==> src/hdl/ces_pkg.sv <==
// Package with the word types and status codes of the countdown event scheduler.
package ces_pkg;

	localparam int MAX_RESULTS = 16;
	localparam int FIRED_W     = $clog2(MAX_RESULTS + 1);

	localparam logic KIND_SCHED = 1'b0;
	localparam logic KIND_TICK  = 1'b1;

	localparam logic [1:0] ST_SCHED_OK = 2'd0;
	localparam logic [1:0] ST_FULL     = 2'd1;
	localparam logic [1:0] ST_FIRED    = 2'd2;
	localparam logic [1:0] ST_NONE     = 2'd3;

	typedef struct packed {
		logic        kind;
		logic [15:0] delay_ticks;
		logic [7:0]  event_id;
	} cmd_word_t;

	typedef struct packed {
		logic [1:0]  status;
		logic [7:0]  fired_id;
		logic [15:0] cycle_count;
		logic        last;
	} res_word_t;

	typedef struct packed {
		logic [15:0] ticks;
		logic [7:0]  id;
	} entry_t;

endpackage

==> src/hdl/countdown_event_scheduler.sv <==
// Top level of the countdown event scheduler: event table, walk sequencer and result register.
// A schedule word is answered in the cycle after it is accepted, and busy stays low.
// A tick word walks the table through one memory read port, one entry per cycle:
// busy is high through the walk and the flush state, or not at all when the table is empty.
// Results leave as one-cycle strobes; the closing word comes in the same cycle that busy falls.
// Reset clears the entry count, the tick counter and the sequencer; table contents stay undefined.
module countdown_event_scheduler
	import ces_pkg::*;
#(
	parameter int TABLE_DEPTH = 16
) (
	input  logic      clk,
	input  logic      arst_n,
	input  logic      start,
	output logic      busy,
	input  cmd_word_t cmd,
	output logic      res_valid,
	output res_word_t res
);

	localparam int AW = (TABLE_DEPTH > 1) ? $clog2(TABLE_DEPTH) : 1;
	localparam int CW = $clog2(TABLE_DEPTH + 1);

	localparam logic [1:0] S_IDLE  = 2'd0;
	localparam logic [1:0] S_WALK  = 2'd1;
	localparam logic [1:0] S_FLUSH = 2'd2;

	logic [1:0]         state_q;
	logic [CW-1:0]      count_q;
	logic [15:0]        tick_q;
	logic [AW-1:0]      rd_q;
	logic [CW-1:0]      wr_q;
	logic [FIRED_W-1:0] fired_q;
	logic               held_v_q;
	logic [7:0]         held_id_q;
	logic               res_valid_q;
	res_word_t          res_q;

	entry_t             mem [TABLE_DEPTH];
	entry_t             rdata_q;
	logic [AW-1:0]      rd_addr;
	logic               we;
	logic [AW-1:0]      waddr;
	entry_t             wdata;

	logic               accept;
	logic               fire;
	logic               walk_end;
	logic [15:0]        next_ticks;

	assign accept     = start && (state_q == S_IDLE);
	assign fire       = (rdata_q.ticks == 16'd0) && (fired_q < FIRED_W'(MAX_RESULTS));
	assign walk_end   = (CW'(rd_q) == count_q - CW'(1));
	assign next_ticks = (rdata_q.ticks != 16'd0) ? rdata_q.ticks - 16'd1 : rdata_q.ticks;

	always_comb begin
		rd_addr = (state_q == S_WALK) ? rd_q + AW'(1) : '0;
		we      = 1'b0;
		waddr   = count_q[AW-1:0];
		wdata   = '{ticks: cmd.delay_ticks, id: cmd.event_id};
		if (accept && cmd.kind == KIND_SCHED && cmd.event_id != 8'd0
				&& count_q != CW'(TABLE_DEPTH)) begin
			we = 1'b1;
		end else if (state_q == S_WALK && !fire) begin
			we    = 1'b1;
			waddr = wr_q[AW-1:0];
			wdata = '{ticks: next_ticks, id: rdata_q.id};
		end
	end

	always_ff @(posedge clk) begin
		if (we) begin
			mem[waddr] <= wdata;
		end
		rdata_q <= mem[rd_addr];
	end

	always_ff @(posedge clk or negedge arst_n) begin
		if (!arst_n) begin
			state_q     <= S_IDLE;
			count_q     <= '0;
			tick_q      <= '0;
			rd_q        <= '0;
			wr_q        <= '0;
			fired_q     <= '0;
			held_v_q    <= 1'b0;
			res_valid_q <= 1'b0;
		end else begin
			res_valid_q <= 1'b0;
			unique case (state_q)
				S_IDLE: begin
					if (accept) begin
						res_valid_q <= 1'b1;
						res_q.fired_id <= 8'd0;
						res_q.last     <= 1'b1;
						if (cmd.kind == KIND_SCHED) begin
							res_q.cycle_count <= tick_q;
							if (cmd.event_id == 8'd0) begin
								res_q.status <= ST_SCHED_OK;
							end else if (count_q == CW'(TABLE_DEPTH)) begin
								res_q.status <= ST_FULL;
							end else begin
								res_q.status <= ST_SCHED_OK;
								count_q      <= count_q + CW'(1);
							end
						end else begin
							tick_q            <= tick_q + 16'd1;
							res_q.cycle_count <= tick_q + 16'd1;
							res_q.status      <= ST_NONE;
							rd_q              <= '0;
							wr_q              <= '0;
							fired_q           <= '0;
							held_v_q          <= 1'b0;
							if (count_q != '0) begin
								res_valid_q <= 1'b0;
								state_q     <= S_WALK;
							end
						end
					end
				end
				S_WALK: begin
					if (fire) begin
						fired_q   <= fired_q + FIRED_W'(1);
						held_v_q  <= 1'b1;
						held_id_q <= rdata_q.id;
						if (held_v_q) begin
							res_valid_q <= 1'b1;
							res_q <= '{status: ST_FIRED, fired_id: held_id_q,
								cycle_count: tick_q, last: 1'b0};
						end
					end else begin
						wr_q <= wr_q + CW'(1);
					end
					rd_q <= rd_q + AW'(1);
					if (walk_end) begin
						count_q <= fire ? wr_q : wr_q + CW'(1);
						state_q <= S_FLUSH;
					end
				end
				S_FLUSH: begin
					res_valid_q <= 1'b1;
					if (held_v_q) begin
						res_q <= '{status: ST_FIRED, fired_id: held_id_q,
							cycle_count: tick_q, last: 1'b1};
					end else begin
						res_q <= '{status: ST_NONE, fired_id: 8'd0,
							cycle_count: tick_q, last: 1'b1};
					end
					state_q <= S_IDLE;
				end
				default: begin
					state_q <= S_IDLE;
				end
			endcase
		end
	end

	assign busy      = (state_q != S_IDLE);
	assign res_valid = res_valid_q;
	assign res       = res_q;

endmodule

==> config.mk <==
export PLATFORM = sky130hd
export DESIGN_NAME = countdown_event_scheduler
export DESIGN_NICKNAME = d
export VERILOG_FILES = /design/src/hdl/ces_pkg.sv /design/src/hdl/countdown_event_scheduler.sv
export SDC_FILE = /design/constraint.sdc
export NUM_CORES = 1
export LEC_CHECK = 0
export BUFFER_PORTS_ARGS = -buffer_cell sky130_fd_sc_hd__buf_2
export CORE_MARGIN = 4
export CORE_UTILIZATION = 46
export CTS_CLUSTER_SIZE = 14
export DETAILED_ROUTE_END_ITERATION = 10
export GPL_TIMING_DRIVEN = 0
export HOLD_SLACK_MARGIN = 0.12
export PLACE_DENSITY = 0.66
export SETUP_SLACK_MARGIN = 0.2
export SYNTH_ARGS = -nofsm -noshare
export SYNTH_HDL_FRONTEND = slang
export SYNTH_SLANG_ARGS = --single-unit
==> constraint.sdc <==
create_clock -name clk -period 15.4 [get_ports clk]
set_input_delay 1.54 -clock clk [delete_from_list [all_inputs] [get_ports clk]]
set_output_delay 1.54 -clock clk [all_outputs]
set_load 0.05 [all_outputs]
==> results of run 1 <==
[power groups by stage]
stage / Sequential (mW) / Clock, mW / Combinational, mW
after floorplan: 2.03 / 0 / 1.07
after global placement: 2.01 / 0 / 1.66
after detailed placement: 2.00 / 0 / 1.77
after CTS: 1.98 / 1.21 / 1.77
after global routing: 2.00 / 1.26 / 1.92
final: 1.98 / 1.19 / 1.79
[metal layers]
| metal | GRT usage | share of wire | vias to the layer above |
|---|---|---|---|
| li1 | - | - | 5500 |
| met1 | 0.293 | 0.42 | 6248 |
| met2 | 0.342 | 0.47 | 527 |
| met4 | 0.0687 | 0.029 | 0 |
| met3 | 0.0447 | 0.081 | 93 |
| met5 | 0 | 0 | - |
[per-stage QoR]
stage	hold WS (ns)	setup slack, ns
after floorplan	0.404	10.22
after global routing	0.445	11.20
final	0.438	11.32
after global placement	0.413	8.31
after CTS	0.437	11.02
after detailed placement	0.424	10.45
[worst max-delay path, delay by kind of cell]
family / cells / cell delay [ns]
buffers and inverters: 3 / 0.66
AND/OR/NAND/NOR: 2 / 0.90
AO/OA/AOI/OAI: 3 / 1.29
[path summary, 6_finish.rpt]
path | start | endpoint | slack, ns | depth (start not counted)
min | rdata_q[1] | held_id_q[1] | 0.44 | 0
max reg2reg | state_q[0] | mem[1][5] | 11.63 | 9
max in group asynchronous | arst_n | fired_q[3] | 13.71 | 1
min in group asynchronous | arst_n | tick_q[14] | 1.10 | 1
min reg2reg | rdata_q[1] | held_id_q[1] | 0.44 | 0
max | cmd[4] | mem[9][9] | 11.32 | 8
[cell type report]
type	count	area (um2)	share of cell area
inverters	17	63.8	0.00279
multi-input cells	785	5570	0.243
clock inverters	29	309	0.0135
flip-flops and latches	482	14000	0.613
plain buffers	87	384	0.0168
repair buffers	70	528	0.0231
well taps	577	722	0.0315
clock buffers	63	1290	0.0563
[placed cells by master, fill, tap and decap left out, types with 16 or more instances in the layout]
cell | netlist | final
a21oi_1 | 37 | 37
a31oi_1 | 32 | 32
buf_2 | 19 | 76
clkbuf_1 | 54 | 67
clkbuf_16 | 0 | 49
dfrtp_1 | 39 | 39
dfxtp_1 | 24 | 24
edfxtp_1 | 419 | 419
inv_1 | 17 | 17
mux4_2 | 47 | 47
nand2_1 | 183 | 183
nand3_1 | 113 | 113
nor2_1 | 53 | 37
nor2_4 | 0 | 16
o21ai_0 | 45 | 32
o221ai_1 | 48 | 48
or2_2 | 22 | 22
xnor2_1 | 24 | 24
xor2_1 | 26 | 26
[flip-flops by register name, indices dropped and copies added, names as in the netlist, 2 cells and up]
register and cells:
held_id_q 8, mem 384, rd_q 4, count_q 5
res 27, fired_q 5, wr_q 5, rdata_q 24
tick_q 16, state_q 2
[cell families after synthesis]
kind of cell | Yosys count | share of synthesized area
AOI/OAI and AO/OA | 195 | 0.0676
xor gates and xnor gates | 51 | 0.0228
adders and majority gates | 14 | 0.00879
buffers and inverters | 104 | 0.0225
DFF | 482 | 0.704
muxes | 70 | 0.0654
and+or+nand+nor | 455 | 0.109
==> flow_summary_export.csv, run 1 <==
group,metric,value,unit
critical_path,crit_path_end_kind,"register",
placed_design,placed_cells,2018,
yosys,synthArstFlopShare,0.0809,
cts,cts_buffer_depth,3,
yosys,synth_cell_types,61,
critical_path,cpPeakStageDelay,0.74,ns
power,max-vdd-ir-drop,136,uV
sta,worst_clock_skew,0.0192,ns
yosys,yosys_warnings,0,
cells_and_area,area_delta_synth_final,14.9,%
yosys,yosysMostFrequentCell,"edfxtp_1",
detailed_routing,drt-initial-drc-count,1190,
cts,cts_root_buffer,"clkbuf_16",
detailed_routing,drc,0,
cts,post-cts-setup-buffers,0,
floorplan,dieArea,46700,um2
global_route,track_usage,0.213,
critical_path,crit_chain,"buf_2 > or4_4 > o211ai_2 > o211ai_2 > buf_4 > a31oi_1 > nor2_4 > buf_16",
outcome,outcome,"completed",
floorplan,ios,57,
placed_design,place_congestion,0.857,
yosys,ys_ff_latch,482,
cts,clkTransAtPathRegs,0.06,ns
power,seq_power_share,0.399,
sta,finalCritPeriodShare,0.265,
global_route,first_global_vias,12141,
sta,grt_setup_unrepaired,"no",
cells_and_area,drive_gt1_frac,0.181,
sta,tightest_slew,1.25,ns
critical_path,cp.arrival,4.42,ns
cells_and_area,design_area,22900,um2
detailed_routing,wl_per_cell,23.7,um
yosys,synth_top_area_frac,0.631,
detailed_routing,detail-route-antenna-nets,0,
yosys,netlist_top_cells_area,"edfxtp_1 63%, mux4_2 5.3%, dfrtp_1 4.9%",
placed_design,portBuffers,56,
cells_and_area,insertedDiodeCount,0,
cts,clock_sinks,482,
global_route,grt_max_degree,41,
yosys,syn_area,19900,um2
cts,clock_latency,0.59,ns
power,combinationalPowerShare,0.361,
power,internal_power,3.12,mW
sta,hold_viol,0,
floorplan,initial_core_util,0.470,
cts,cts_tree,"built",
cells_and_area,final-instance-count-excl-fill,2110,
critical_path,worst_ep_required_time,15.73,ns
yosys,synth_edf_count,419,
floorplan,rows,75,
yosys,yosysTopAreaCell,"edfxtp_1",
yosys,synth_flop_cell,"edfxtp_1",
power,pwr_density_cell,216,nW/um2
yosys,avgSynthCellArea,14.5,um2
sta,tns,0,ns
cts,htree_num_levels,2,
yosys,synth_cells,1371,
placed_design,dp.final_hpwl,32200,um
sta,slew_viol_final,0,
detailed_routing,drtPass1Iterations,6,
global_route,grt_pass1_wl,75500,um
sta,min_period,4.08,ns
detailed_routing,vias,12368,
yosys,syn-num-nets,1413,
yosys,seq_area_frac_synth,0.704,
global_route,grt.overflow.total,0,
run,drv_cap,0,
power,netSwitchingFraction,0.369,
cts,cts_resized,0,
detailed_routing,drt-total-wl,50000,um
global_route,antenna_found_initial,0,
critical_path,cpMostUsedCell,"o211ai_2",
power,p_clk_frac,0.240,
cells_and_area,layout.nets,1534,
floorplan,die_w,216,um
cts,postCtsHoldBufs,0,
power,power,4.95,mW
cells_and_area,fill_cells,3499,
floorplan,core,42400,um2
cells_and_area,fin_util,0.540,
placed_design,place_area,21300,um2
sta,max_freq,245,MHz
power,p_sw,1.83,mW
critical_path,path_max_fanout,14,
yosys,synthTopCellsByCount,"419 x edfxtp_1, 183 x nand2_1, 113 x nand3_1, 54 x clkbuf_1, 53 x nor2_1",
cts,numCtsBuffers,49,
critical_path,critPathKind,"input port to register",
min_path,hold_path.class,"register to register",
critical_path,cpMaxStageDelayCell,"a31oi_1",
sta,maxSlewHeadroom,0.153,
floorplan,die_y,216,um
sta,setup_viol,0,
power,p_leak,7.76,nW
critical_path,critPathLaunchType,"input port",
detailed_routing,viasPerCell,5.86,
(Power assumes the default switching activity.)
==> run 2: changes to the inputs <==
Settings changed: PLACE_DENSITY 0.66 to 0.68.
Clock period 15.4 ns to 3.55 ns, I/O delays scaled along.
==> run 2 against run 1 <==
Against the previous run:
- clock-buffer cell count increased by 2
- critical endpoint is now mem[15][0]
- routed wire length increased by 5.7%
- utilization up 1.7 points
- register-to-register slack worse by 11 ns
- largest cell class unchanged
- critical path type is now register to register
==> flow_summary_export.csv, run 2 (synthesis results as in run 1) <==
group,metric,value,unit
outcome,outcome,"completed",
floorplan,initial_core_util,0.470,
cts,clock_sinks,482,
critical_path,cp.arrival,3.60,ns
cts,cts_tree,"built",
floorplan,ios,57,
floorplan,dieArea,46700,um2
cts,numCtsBuffers,50,
detailed_routing,drc,0,
placed_design,placed_cells,2016,
cells_and_area,largest_reg_flops,384,
cells_and_area,layout_commonest_cell,"edfxtp_1",
power,power,22.2,mW
min_path,min_path_cells,3,
floorplan,core,42400,um2
floorplan,die_y,216,um
min_path,hold_path.class,"input port to register",
cells_and_area,area_delta_synth_final,18.5,%
placed_design,dp.final_hpwl,32000,um
detailed_routing,wl_per_cell,24.5,um
placed_design,place_congestion,0.892,
critical_path,cpPeakStageDelay,0.58,ns
cts,cts_buffer_depth,3,
cells_and_area,mostFrequentLayoutCells,"419 x edfxtp_1, 183 x nand2_1, 113 x nand3_1, 75 x buf_2, 65 x clkbuf_1",
sta,hold_viol,0,
cells_and_area,regMostFlops,"mem",
critical_path,critPathLaunchType,"register",
cells_and_area,drive_gt1_frac,0.217,
detailed_routing,drt-initial-drc-count,1452,
sta,worst_clock_skew,0.0352,ns
floorplan,die_w,216,um
global_route,track_usage,0.222,
sta,grt_setup_unrepaired,"yes",
sta,whs,0.195,ns
sta,slew_viol_final,0,
placed_design,portBuffers,56,
detailed_routing,drtPass1Iterations,6,
cells_and_area,design_area,23600,um2
critical_path,worst_ep_required_time,3.77,ns
cts,clock_latency,0.61,ns
cells_and_area,insertedDiodeCount,0,
critical_path,crit_start,"count_q[2]",
critical_path,critPathKind,"register to register",
detailed_routing,vias,12933,
global_route,antenna_found_initial,0,
critical_path,cpMaxStageDelayCell,"nor2_4",
run,drv_cap,0,
global_route,grt.overflow.total,0,
cts,htree_num_levels,2,
detailed_routing,detail-route-antenna-nets,0,
sta,min_period,3.38,ns
sta,setup_ws,0.170,ns
critical_path,path_max_fanout,12,
sta,tns,0,ns
critical_path,crit_path_end_kind,"register",
detailed_routing,viasPerCell,6.00,
power,pwr_density_cell,941,nW/um2
sta,max_freq,296,MHz
cells_and_area,final-instance-count-excl-fill,2154,
sta,setup_viol,0,
placed_design,place_ws,-0.232,ns
sta,finalCritPeriodShare,0.952,
critical_path,reg2regPathDepth,6,
cells_and_area,layout.nets,1577,
critical_path,reg2reg_from,"count_q[2]",
power,p_leak,8.03,nW
floorplan,rows,75,
placed_design,place_area,21300,um2
cts,clkTransAtPathRegs,0.06,ns
global_route,grt_pass1_wl,78600,um
sta,maxSlewHeadroom,0.202,
global_route,grt_max_degree,41,
cells_and_area,fin_util,0.557,
critical_path,crit_chain,"buf_2 > nor2_1 > nand3_1 > nand2_1 > a41oi_2 > nor2_4",
cts,cts_root_buffer,"clkbuf_16",
power,max-vdd-ir-drop,535,uV
detailed_routing,drt-total-wl,52900,um
min_path,holdCritStartpoint,"start",
sta,tightest_slew,1.18,ns
global_route,first_global_vias,12876,
==> run 2: timing repair <==
item | 4_1_cts | 5_1_grt
gates resized for setup | 23 | 15
buffers inserted | 22 | 13
endpoints found under the hold margin | 39 | 0
setup endpoints to repair | 519 | 476
hold buffers | 1 | 0
pin swaps | 18 | 7
cloned | 7 | 1
==> run 2: final cells by class <==
class / instances / area, um2
fillers: 3382 / 18800
flip-flops and latches: 482 / 14000
multi-input cells: 793 / 5790
clock buffers: 65 / 1340
repair buffers: 104 / 970
well taps: 577 / 722
plain buffers: 87 / 385
clock inverters: 29 / 314
inverters: 17 / 63.8
==> run 2: worst max-delay path: cells and delay by family (launching register included) <==
family	cells	cell delay, ns
simple gates	4	1.84
compound gates	1	0.54
flops	1	0.43
buf+inv	1	0.20
==> run 2: power by group <==
group	internal (mW)	leakage [nW]	switching, mW	total [mW]
clock network	3.04	0.796	2.21	5.25
logic	2.68	2.71	5.72	8.40
registers	8.13	4.52	0.436	8.57
total	13.9	8.03	8.37	22.2
==> run 2: layer usage <==
metal,global-route usage,vias up,wire length (um)
li1,-,5599,-
met1,0.296,6456,21100
met2,0.352,735,24600
met3,0.0608,143,5280
met4,0.0815,0,1900
met5,0,-,0
==> run 2: worst paths after layout <==
check / endpoint / slack [ns]
hold reg to reg: held_id_q[2] / 0.43
setup / recovery: mem[15][0] / 0.17
max in group asynchronous: fired_q[1] / 2.46
hold / removal: tick_q[0] / 0.20
setup reg to reg: mem[15][0] / 0.17
min in group asynchronous: tick_q[14] / 0.46
